<file path="src/lfps_pkg.sv">
// lfps_pkg: shared types and constants for likelihood-field particle scoring.
// No dependencies; imported by every module of the block.
package lfps_pkg;

	localparam int GRID_MAX_WIDTH_DEF  = 512;
	localparam int GRID_MAX_HEIGHT_DEF = 512;

	localparam int TDATA_IN_W  = 136;
	localparam int TUSER_IN_W  = 3;
	localparam int TDATA_OUT_W = 72;
	localparam int CFG_IDX_W   = 3;
	localparam int CFG_DATA_W  = 32;

	localparam int WEIGHT_W = 26;
	localparam int TOTAL_W  = 42;
	localparam int WORLD_W  = 36;

	typedef enum logic [1:0] {
		KIND_LOAD = 2'd0,
		KIND_POSE = 2'd1,
		KIND_BEAM = 2'd2
	} kind_t;

	localparam logic [1:0] CLASS_OCCUPIED = 2'd1;
	localparam logic [1:0] CLASS_UNKNOWN  = 2'd2;

	localparam logic [2:0] REG_HIT_GAIN    = 3'd0;
	localparam logic [2:0] REG_RAND_TERM   = 3'd1;
	localparam logic [2:0] REG_OUTSIDE     = 3'd2;
	localparam logic [2:0] REG_ORIGIN_X    = 3'd3;
	localparam logic [2:0] REG_ORIGIN_Y    = 3'd4;
	localparam logic [2:0] REG_CELLS_PER_M = 3'd5;
	localparam logic [2:0] REG_GRID_WIDTH  = 3'd6;
	localparam logic [2:0] REG_GRID_HEIGHT = 3'd7;

	localparam logic [16:0] ONE_Q16     = 17'd65536;
	localparam logic [9:0]  PENALTY_Q16 = 10'd655;

	typedef enum logic [3:0] {
		ST_IDLE,
		ST_ROT,
		ST_SUM,
		ST_CELL,
		ST_ADDR,
		ST_RD,
		ST_MIX,
		ST_SQR,
		ST_CUBE,
		ST_ACC,
		ST_FIN,
		ST_PCLS
	} state_t;

	typedef struct packed {
		logic accept;
		logic acc;
		logic fin;
		logic pose_cls;
	} cmd_t;

	typedef struct packed {
		logic  in_valid;
		kind_t in_kind;
		logic  is_pose;
		logic  last;
		logic  out_busy;
	} status_t;

endpackage

</file>
<file path="src/lfps_ctrl.sv">
// lfps_ctrl: sequencer that steps one item through the datapath stages.
// Depends on lfps_pkg; drives lfps_datapath through cmd_t.
module lfps_ctrl import lfps_pkg::*; (
	input  logic    clk,
	input  logic    arst_n,
	input  status_t status,
	output logic    s_tready,
	output cmd_t    cmd
);

	state_t state_q, state_d;

	always_ff @(posedge clk or negedge arst_n) begin
		if (!arst_n)
			state_q <= ST_IDLE;
		else
			state_q <= state_d;
	end

	always_comb begin
		state_d = state_q;
		unique case (state_q)
			ST_IDLE: begin
				if (status.in_valid &&
					(status.in_kind == KIND_POSE || status.in_kind == KIND_BEAM))
					state_d = ST_ROT;
			end
			ST_ROT:  state_d = ST_SUM;
			ST_SUM:  state_d = ST_CELL;
			ST_CELL: state_d = ST_ADDR;
			ST_ADDR: state_d = ST_RD;
			ST_RD:   state_d = status.is_pose ? ST_PCLS : ST_MIX;
			ST_MIX:  state_d = ST_SQR;
			ST_SQR:  state_d = ST_CUBE;
			ST_CUBE: state_d = ST_ACC;
			ST_ACC:  state_d = status.last ? ST_FIN : ST_IDLE;
			ST_FIN: begin
				if (!status.out_busy)
					state_d = ST_IDLE;
			end
			ST_PCLS: state_d = ST_IDLE;
			default: state_d = ST_IDLE;
		endcase
	end

	always_comb begin
		s_tready = (state_q == ST_IDLE);
		cmd = '0;
		cmd.accept = (state_q == ST_IDLE) && status.in_valid;
		cmd.acc = (state_q == ST_ACC);
		cmd.fin = (state_q == ST_FIN) && !status.out_busy;
		cmd.pose_cls = (state_q == ST_PCLS);
	end

endmodule

</file>
<file path="config.mk">
export PLATFORM = sky130hd
export DESIGN_NAME = lfps_ctrl
export DESIGN_NICKNAME = d
export VERILOG_FILES = /design/src/lfps_pkg.sv /design/src/lfps_ctrl.sv
export SDC_FILE = /design/constraint.sdc
export NUM_CORES = 1
export LEC_CHECK = 0
export BUFFER_PORTS_ARGS = -buffer_cell sky130_fd_sc_hd__buf_2
export CAP_MARGIN = 5
export CORE_AREA = 2 2 39 41
export CTS_BUF_LIST = sky130_fd_sc_hd__clkbuf_4 sky130_fd_sc_hd__clkbuf_8
export DETAILED_ROUTE_END_ITERATION = 6
export DIE_AREA = 0 0 41 43
export HOLD_SLACK_MARGIN = 0.06
export PLACE_DENSITY = 0.47
export SYNTH_ARGS = -nofsm -noshare
export SYNTH_HDL_FRONTEND = slang
export SYNTH_SLANG_ARGS = --single-unit
</file>
<file path="constraint.sdc">
create_clock -name clk -period 1.55 [get_ports clk]
set_input_delay 0.2325 -clock clk [delete_from_list [all_inputs] [get_ports clk]]
set_output_delay 0.2325 -clock clk [all_outputs]
set_load 0.02 [all_outputs]
</file>
Yosys cells after proc, flatten, opt, wreduce, memory -nomap -nowiden. Cells that the tools add are included.

Bits of input ports: 8. Bits in registers: 4. Logic and storage cells: 28. Output and inout bits: 5.

Reduce and logical (&&, ||, !) cells: 7. Muxes and demuxes: 5. Equality and inequality tests: 15.

Operators by type and width (number): $pmux W4 S11 (1); $eq A4 B3 Y1 const B (4); $eq A4 B4 Y1 const B (4); $mux W4 (4); $eq A4 B2 Y1 const B (2); $eq A4 B1 Y1 const B (1); $logic_not A4 Y1 (1); $logic_and A1 B1 Y1 (3); $eq A2 B1 Y1 const B (1); $eq A2 B2 Y1 const B (1); $ne A2 B1 Y1 const B (1); $ne A2 B2 Y1 const B (1); $reduce_and A2 Y1 (1); $logic_not A1 Y1 (1); $logic_or A1 B1 Y1 (1).

Logic depth before layout (Yosys ltp). Gate-level depths: netlist (run 1).

Word-level depth: 5. Gate-level depth with buffers: 3. Mapped depth without buffers: 3.

Least setup slack after synthesis (run 1). Ideal clock, no wire load.

Path type: register to output. Start point: reg state_q[0]. End point: out cmd[3] in the netlist's numbering. Data required time: 1.317 ns. Arrival: 1.468 ns. Setup slack: -0.151 ns. Stages on the path, launching flop included: 4. Path buffers: 0. Cells stage by stage: dfrtp_1 or2_1 nor3_1 and2_1.

RTL lines: start: declaration (line lfps_ctrl.sv:11) `state_t state_q, state_d;`; start signal: assignment (line lfps_ctrl.sv:17) `state_q <= state_d;`; end: declaration (line lfps_ctrl.sv:8) `output cmd_t cmd`.

==> results of run 1 <==
-- layout make-up --
class                           count  area (um2)  area share [%]
Timing Repair Buffer               17         106            24.7
Sequential cell                     4         103            23.8
Inverter                            3        11.3            2.62
Clock buffer                        3        22.5            5.23
Multi-Input combinational cell     24         168            39.0
Tap cell                           16        20.0            4.65
-- placed cells by master, fill, tap and decap left out, types with 2 or more instances in the layout --
| master | synthesis | routed |
|---|---|---|
| a21oi_1 | 2 | 2 |
| buf_2 | 0 | 11 |
| nand2b_1 | 4 | 3 |
| dfrtp_2 | 0 | 2 |
| dfrtp_1 | 4 | 2 |
| inv_1 | 2 | 2 |
| o22ai_1 | 2 | 2 |
| clkbuf_4 | 0 | 3 |
| nor3_2 | 0 | 2 |
| buf_4 | 0 | 4 |
| nor3_1 | 4 | 2 |
-- cells by family (layout without fill, tap and decap cells) --
family | count (synthesis) | count (layout) | share of synthesized area [%]
xor+xnor | 1 | 1 | 3.29
compound gates | 9 | 9 | 22.5
flops | 4 | 4 | 37.6
mux | 1 | 1 | 4.23
simple gates | 13 | 13 | 28.2
buf+inv | 3 | 23 | 4.23
-- cell usage after synthesis, drive strengths merged --
cell type and n:
inv 3, dfrtp 4, or2 1, and2 1
mux2 1, nand2b 4, a22oi 1, or2b 1
or3 1, o22ai 2, a21oi 3, o22a 1
a211oi 1, nand2 1, xor2 1, o21ai 1
nor3 4
-- what timing repair did --
item,4_1_cts,5_1_grt
endpoints found under the hold margin,4,0
resized for setup,0,6
pin swaps,0,0
cloned,0,0
setup endpoints to repair,1,4
hold buffers,1,0
buffers inserted,2,1
-- final timing paths --
check / from / endpoint / slack [ns] / cells after the start
min in group clk: status[5] / state_q[0] / 0.34 / 3
worst max-delay path: state_q[0] / cmd[3] / 0.08 / 4
worst min-delay path: arst_n / state_q[1] / 0.33 / 2
max in group asynchronous: arst_n / state_q[2] / 1.09 / 2
worst min register to register: state_q[1] / state_q[0] / 0.58 / 1
worst max register to register: state_q[3] / state_q[0] / 0.36 / 5
-- through the flow --
step,power [mW],std cells,instance area (um2),worst slack [ns]
2_1_floorplan,0.489,31,272,0.0608
3_5_place_dp,0.602,60,359,0.244
5_1_grt,0.895,67,430,-0.0204
3_3_place_gp,0.609,60,359,0.255
4_1_cts,0.764,66,407,0.00370
6_report,0.819,67,430,0.0814
-- critical path, cell delays in order, from the launching register on --
cell and delay, ns:
dfrtp_1 0.36, or2_1 0.25, nor3_2 0.13, and2_1 0.16, buf_6 0.11
-- metal layers --
layer | global-route usage (%) | vias to the layer above | wire length (um)
li1 | - | 152 | -
met1 | 10.2 | 149 | 288
met2 | 12.2 | 7 | 358
met3 | 3.14 | 0 | 17
met4 | 9.33 | 0 | 0
met5 | 0 | - | 0
-- where the power goes --
group | internal, mW | leakage (nW) | switching [mW] | total, mW
clock network | 0.0864 | 0.0138 | 0.0399 | 0.126
logic | 0.238 | 0.144 | 0.232 | 0.471
registers | 0.160 | 0.0479 | 0.0619 | 0.222
==> metrics.cfg, run 1 <==
[outcome]
outcome=finished, final reports clean

[floorplanning]
initial_core_util_pct=19.3
io_pins=13
die_y_um=43
die_w_um=41
core_area_um2=1380
rows=14
die-area_um2=1760

[worst_setup_path]
path_class=register to output pin
arrival_ns=1.24
critPathCaptureType=output pin
crit_fanout=2
cp-start-kind=register
required_ns=1.32

[routing]
dr_total_vias=308
drc=0
first_pass_iters=4
wire_per_inst_um=9.90
vias_per_cell=4.60
drtAntennaViolNets=0
drt_iter0_markers=4
routed_wl_um=663

[placed_design]
dp_hpwl_um=456
routabilityCongestion=0.747
io_buffers=12

[yosys]
synth.distinct_cells=19
synth.area.top_cells=dfrtp_1, nand2b_1, nor3_1
yosysTopAreaCellShare_pct=37.6
synth_warnings=0
synthesis.nets=39
synth_cells=31
yosys.area.top_type=dfrtp_1
syn_area_um2=267
ys_seq_area_share_pct=37.6
avgSynthCellArea_um2=8.60
synth_seq_cells=4

[global_routing]
grt_pass1_vias=274
grt_pass1_wl_mm=1.04
antenna_found_initial=0
grt_usage_pct=9.09
grt_overflow=0
grt_max_degree=9

[power]
p_per_area_nw_per_um2=1900
peakVddDrop_mv=0.750
leakage_nw=0.205

[sta]
fin_crit_ns=1.47
finalCritPeriodShare_pct=94.7
worst_slew_pin_slew_ns=0.263
finalSetupTns_ns=0
finalMaxSlewViolations=0
hold_viol=0
slew_headroom_pct=82.3
fin_skew_ns=0.00350
rsz0062_at_grt=yes
setup_viol=0
clock.fmax_mhz=681
timing.hold.ws_ns=0.333

[clock_tree]
cts_buffers=3
cts-root-buf=clkbuf_4
cts_tree=built
clk_pin_slew_ns=0.04
cts.path.max_buffers=2
cts_sinks=4
htree_levels=1
clk_latency_ns=0.23

[worst_hold_path]
hp-class=input port to asynchronous set/reset pin

[cells_and_area]
largest_reg_flops=4
drive_gt1_share_pct=52.9
syn_to_final_growth_pct=61.5
regMostFlops=state_q
antenna_cells=0
nets=61
final_util_pct=31.1
largestRegisters=state_q x4
nFillCells=150

[flow_run]
maxCapViolations=0

(Power assumes the default switching activity.)
==> run 2, diff against run 1 <==
GPL_ROUTABILITY_DRIVEN = 0   (was default)
REMOVE_ABC_BUFFERS = 1   (was default)
==> run 2 against run 1 <==
  * Sequential cell count unchanged
  * Clock-buffer cell count unchanged
  * Fmax decreased by 4.7%
  * Die area unchanged
  * Register-to-register slack improved by 0.05 ns
==> metrics.cfg, run 2 (synthesis results as in run 1) <==
[placed_design]
io_buffers=12  ; unchanged
dp_hpwl_um=486  ; +6.6%
dpl_worst_slack_ns=0.246  ; +0.00193 ns

[floorplanning]
die_w_um=41  ; unchanged
initial_core_util_pct=19.3  ; unchanged
die_y_um=43  ; unchanged
core_area_um2=1380  ; unchanged
io_pins=13  ; unchanged
rows=14  ; unchanged
die-area_um2=1760  ; unchanged

[cells_and_area]
antenna_cells=0  ; unchanged
syn_to_final_growth_pct=54.9
largest_reg_flops=4  ; unchanged
final_util_pct=29.8  ; -1.3 points
nets=60  ; -1.6%
drive_gt1_share_pct=48.0  ; -4.9 points
regMostFlops=state_q
layout_commonest_cell=buf_2
largestRegisters=state_q x4
final_cell_mix=buf_2, buf_4

[routing]
first_pass_iters=4  ; unchanged
drt_iter0_markers=5  ; +1
dr_total_vias=297  ; -3.6%
drc=0  ; unchanged
wire_per_inst_um=9.53  ; -3.7%
drtAntennaViolNets=0  ; unchanged
vias_per_cell=4.50  ; -2.1%
routed_wl_um=629  ; -5.1%

[global_routing]
antenna_found_initial=0  ; unchanged
grt_max_degree=9  ; unchanged
grt_overflow=0  ; unchanged
grt_pass1_vias=290  ; +5.8%
grt_pass1_wl_mm=1.03  ; -1.2%
grt_usage_pct=8.57  ; -0.52 points

[clock_tree]
htree_levels=1  ; unchanged
cts_setup_buffers=0  ; -2
cts_sinks=4  ; unchanged
clk_latency_ns=0.23  ; about the same
cts_buffers=3  ; unchanged
cts_tree=built
cts-root-buf=clkbuf_4
clk_pin_slew_ns=0.04  ; about the same
cts.path.max_buffers=2  ; unchanged

[worst_setup_path]
crit_fanout=2  ; unchanged
cp_slowest_cell=dfrtp_1
arrival_ns=1.31  ; +0.07 ns
worstPathCellList=or2_1, nor3_2, and2_1, buf_4
path_class=register to output pin
critPathCaptureType=output pin
cp-start-kind=register
required_ns=1.32  ; about the same
slowest_delay_ns=0.36  ; about the same

[sta]
clock.fmax_mhz=649  ; -4.7%
fin_crit_ns=1.54  ; +0.0721 ns
rsz0062_at_grt=yes
setup_viol=0  ; unchanged
fin_skew_ns=0.00364  ; +0.000141 ns
slew_headroom_pct=85.8  ; +3.5 points
worst_slew_pin_slew_ns=0.210  ; -0.0526 ns
finalCritPeriodShare_pct=99.4  ; +4.7 points
finalMaxSlewViolations=0  ; unchanged
setup_ws_ns=0.00929  ; -0.0721 ns
finalSetupTns_ns=0  ; unchanged
hold_viol=0  ; unchanged

[worst_hold_path]
hp-class=input port to asynchronous set/reset pin

[power]
power_frac_seq_pct=27.0  ; about the same
peakVddDrop_mv=0.843  ; +12%
internal_power_mw=0.458  ; -5.5%
clkPwrFrac_pct=16.3  ; +0.9 points
power_switching_mw=0.324  ; -3.0%
power.share.switching_pct=41.4  ; +0.62 points
p_per_area_nw_per_um2=1890  ; -0.40%
p_comb_share_pct=56.7  ; -0.8 points
leakage_nw=0.200  ; -2.4%

[outcome]
outcome=finished, final reports clean

[flow_run]
maxCapViolations=0  ; unchanged

==> run 2: cell types whose count changed in the layout (fill, tap and decap cells not counted) <==
cell | previous run | this run
nor3_1 | 2 | 3
nor3_2 | 2 | 1
dfrtp_2 | 2 | 1
buf_6 | 1 | 0
dfrtp_1 | 2 | 3
==> run 2: what timing repair did <==
| action | in CTS | in global routing |
|---|---|---|
| resized for setup | 1 | 3 |
| hold buffers | 1 | 0 |
| setup endpoints to repair | 1 | 2 |
| endpoints found under the hold margin | 4 | 0 |
| cloned | 0 | 0 |
==> run 2: cell type report <==
| type | instances | area (um2) |
|---|---|---|
| Fill cell | 147 | 971 |
| Multi-Input combinational cell | 24 | 163 |
| Sequential cell | 4 | 101 |
| Timing Repair Buffer | 16 | 95.1 |
| Clock buffer | 3 | 22.5 |
| Tap cell | 16 | 20.0 |
| Inverter | 3 | 11.3 |
==> run 2: final timing paths <==
| check | start | endpoint | slack (ns) | depth (start not counted) |
|---|---|---|---|---|
| hold / removal | arst_n | state_q[2] | 0.33 | 2 |
| setup / recovery | state_q[0] | cmd[3] | 0.009 | 4 |
| max in group asynchronous | arst_n | state_q[1] | 1.09 | 2 |
| hold reg to reg | state_q[3] | state_q[2] | 0.53 | 2 |
| min in group clk | status[5] | state_q[0] | 0.34 | 3 |
| setup reg to reg | state_q[0] | state_q[2] | 0.41 | 4 |
==> run 2: per-layer routing <==
metal	GRT usage (%)	share of wire, %	up-vias
li1	-	-	148
met1	8.79	40	142
met2	14.4	55	7
met3	1.57	4.3	0
met4	6.00	0	0
met5	0	0	-
==> run 2: critical path: cells and delay by family (launching register included) <==
kind | cells | cell delay [ns]
DFF | 1 | 0.36
buffers and inverters | 1 | 0.13
and+or+nand+nor | 3 | 0.58
==> run 2: per-stage QoR <==
step	cell area (um2)	hold slack [ns]	std cells	power (mW)
2_1_floorplan	267	-0.0631	31	0.479
3_3_place_gp	369	0.0388	62	0.637
3_5_place_dp	369	0.0415	62	0.625
4_1_cts	407	0.325	66	0.772
5_1_grt	413	0.349	66	0.845
6_report	413	0.329	66	0.782
==> run 2: power by group through the flow <==
stage | registers [mW] | logic [mW] | clock network (mW)
floorplan | 0.217 | 0.262 | 0
global placement | 0.206 | 0.430 | 0
detailed placement | 0.205 | 0.420 | 0
CTS | 0.207 | 0.431 | 0.134
global route | 0.221 | 0.488 | 0.136
finish | 0.211 | 0.444 | 0.128
==> run 3, diff against run 2 <==
PLACE_DENSITY = default   (was 0.47)
PLACE_DENSITY_LB_ADDON = 0.05   (was default)
==> run 3 against run 2 <==
  * Fmax is 3.9% higher
  * Combinational power is 3% lower
  * Critical path depth unchanged
  * Largest power group unchanged
  * Final area down 0.61%
  * Sequential power hardly changed
  * Largest cell class unchanged
  * Clock power grew 4%
  * Hold slack worse by 0.0079 ns
  * Cell count unchanged
  * Sequential share of layout area increased by 0.15 points
  * Core utilization shrank 0.18 points
  * Clock skew grew 0.0021 ns
==> metrics.cfg, run 3 (synthesis results as in run 1) <==
[clock_tree]
clk_latency_ns=0.24  ; about the same
cts_sinks=4  ; unchanged
cts-root-buf=clkbuf_4
htree_levels=1  ; unchanged
clk_pin_slew_ns=0.04  ; about the same
cts_tree=built
cts_buffers=3  ; unchanged
cts.path.max_buffers=2  ; unchanged

[cells_and_area]
drive_gt1_share_pct=46.0  ; -2.0 points
syn_to_final_growth_pct=54.0
final_util_pct=29.7  ; -0.18 points
layout_commonest_cell=buf_2
regMostFlops=state_q
nets=60  ; unchanged
largestRegisters=state_q x4
antenna_cells=0  ; unchanged
largest_reg_flops=4  ; unchanged
final_cell_mix=buf_2, nand2b_1, buf_4

[power]
leakage_nw=0.200  ; -0.19%
peakVddDrop_mv=0.621  ; -26%
p_per_area_nw_per_um2=1890  ; -0.43%

[global_routing]
grt_use_met3_pct=3.14  ; +1.6 points
antenna_found_initial=0  ; unchanged
grtUsageMet1_pct=12.3  ; +3.5 points
grt_max_degree=9  ; unchanged
grt.busiest_layer=met1
grt_pass1_wl_mm=1.07  ; +4.0%
use_met2_pct=11.6  ; -2.8 points
grt_usage_pct=9.67  ; +1.1 points
grt_pass1_vias=273  ; -5.9%
grt_overflow=0  ; unchanged

[floorplanning]
core_area_um2=1380  ; unchanged
die_w_um=41  ; unchanged
rows=14  ; unchanged
io_pins=13  ; unchanged
initial_core_util_pct=19.3  ; unchanged
die-area_um2=1760  ; unchanged
die_y_um=43  ; unchanged

[worst_setup_path]
critPathCaptureType=output pin
regToRegSetupSlack_ns=0.44  ; +0.03 ns
cp_slowest_cell=dfrtp_1
path_buf_inv=1  ; unchanged
endpoint=cmd[3]
rr_endpoint=state_q[2]
crit_fanout=2  ; unchanged
cpLargestDelayFamily=simple AND/OR/NAND/NOR gates
cp-start-kind=register
timing.rr.start=state_q[0]
arrival_ns=1.25  ; -0.06 ns
worstPathCellList=or2_1, nor3_2, and2_1, buf_4
cp-startpoint=state_q[0]
r2r_cells=4  ; unchanged
slowest_delay_ns=0.36  ; about the same
path_class=register to output pin
required_ns=1.32  ; about the same
crit_cells=4  ; unchanged

[worst_hold_path]
hold_path_depth=3
worstHoldStart=status[5]
hp-class=input port to register

[routing]
dr_total_vias=294  ; -1.0%
drc=0  ; unchanged
wire_per_inst_um=9.55  ; +0.16%
drt_iter0_markers=7  ; +2
vias_per_cell=4.45  ; -1.0%
first_pass_iters=4  ; unchanged
routed_wl_um=630  ; +0.16%
drtAntennaViolNets=0  ; unchanged

[sta]
fin_crit_ns=1.48  ; -0.0577 ns
fin_skew_ns=0.00573  ; +0.00209 ns
rsz0062_at_grt=yes
hold_viol=0  ; unchanged
finalCritPeriodShare_pct=95.7  ; -3.7 points
slew_headroom_pct=83.9  ; -1.9 points
finalMaxSlewViolations=0  ; unchanged
timing.hold.ws_ns=0.322  ; -0.00788 ns
setup_viol=0  ; unchanged
worst_slew_pin_slew_ns=0.239  ; +0.0287 ns
clock.fmax_mhz=674  ; +3.9%

[placed_design]
io_buffers=12  ; unchanged
dp_hpwl_um=526  ; +8.1%

[flow_run]
maxCapViolations=0  ; unchanged

[outcome]
outcome=finished, final reports clean

run 3: cell types whose count changed in the layout (fill, tap and decap cells not counted):
| cell | delta |
|---|---|
| nand2b_1 | +1 |
| nand2b_2 | -1 |
run 3: report_power, final:
| part | leakage, nW | switching, mW | internal, mW |
|---|---|---|---|
| Combinational | 0.137 | 0.219 | 0.210 |
| Clock | 0.0138 | 0.0460 | 0.0869 |
| Sequential | 0.0492 | 0.0543 | 0.158 |
run 3: through the flow:
step                      cell area (um2)  worst slack [ns]  TNS, ns  instances  power [mW]
after floorplan                       267            -0.151   -0.151         31       0.479
after global placement                362             0.202        0         61       0.617
after detailed placement              362             0.175        0         61       0.604
after CTS                             408            0.0333        0         66       0.780
after global routing                  410           -0.0192  -0.0330         66       0.841
final                                 410            0.0670        0         66       0.774
run 3: worst min-delay path by stage:
stage	to	slack, ns
4_1_cts	state_q[2]	0.32
5_1_grt	state_q[0]	0.32
6_report	state_q[0]	0.32
3_3_place_gp	state_q[1]	0.04
2_1_floorplan	state_q[0]	-0.06
3_5_place_dp	state_q[1]	0.04
run 3: routing by layer:
metal,up-vias,share of wire (%)
li1,149,-
met1,133,43
met2,12,51
met3,0,5.1
met4,0,0
met5,-,0
run 3: worst min-delay path, delay by kind of cell:
kind,cells,cell delay (ns)
AO/OA/AOI/OAI,2,0.20
buffers and inverters,1,0.08
run 3: timing repair:
action,CTS,global route
gates resized for setup,2,1
pin swaps,0,0
cloned,0,0
hold buffers,1,0
buffers inserted,1,0
setup endpoints to repair,1,2
hold endpoints to repair,4,0
run 3: layout make-up:
| cell class | count | area (um2) |
|---|---|---|
| fill | 157 | 973 |
| multi-input combinational | 24 | 160 |
| sequential | 4 | 101 |
| timing repair buffer | 16 | 95.1 |
| clock buffer | 3 | 22.5 |
| tap | 16 | 20.0 |
| inverter | 3 | 11.3 |
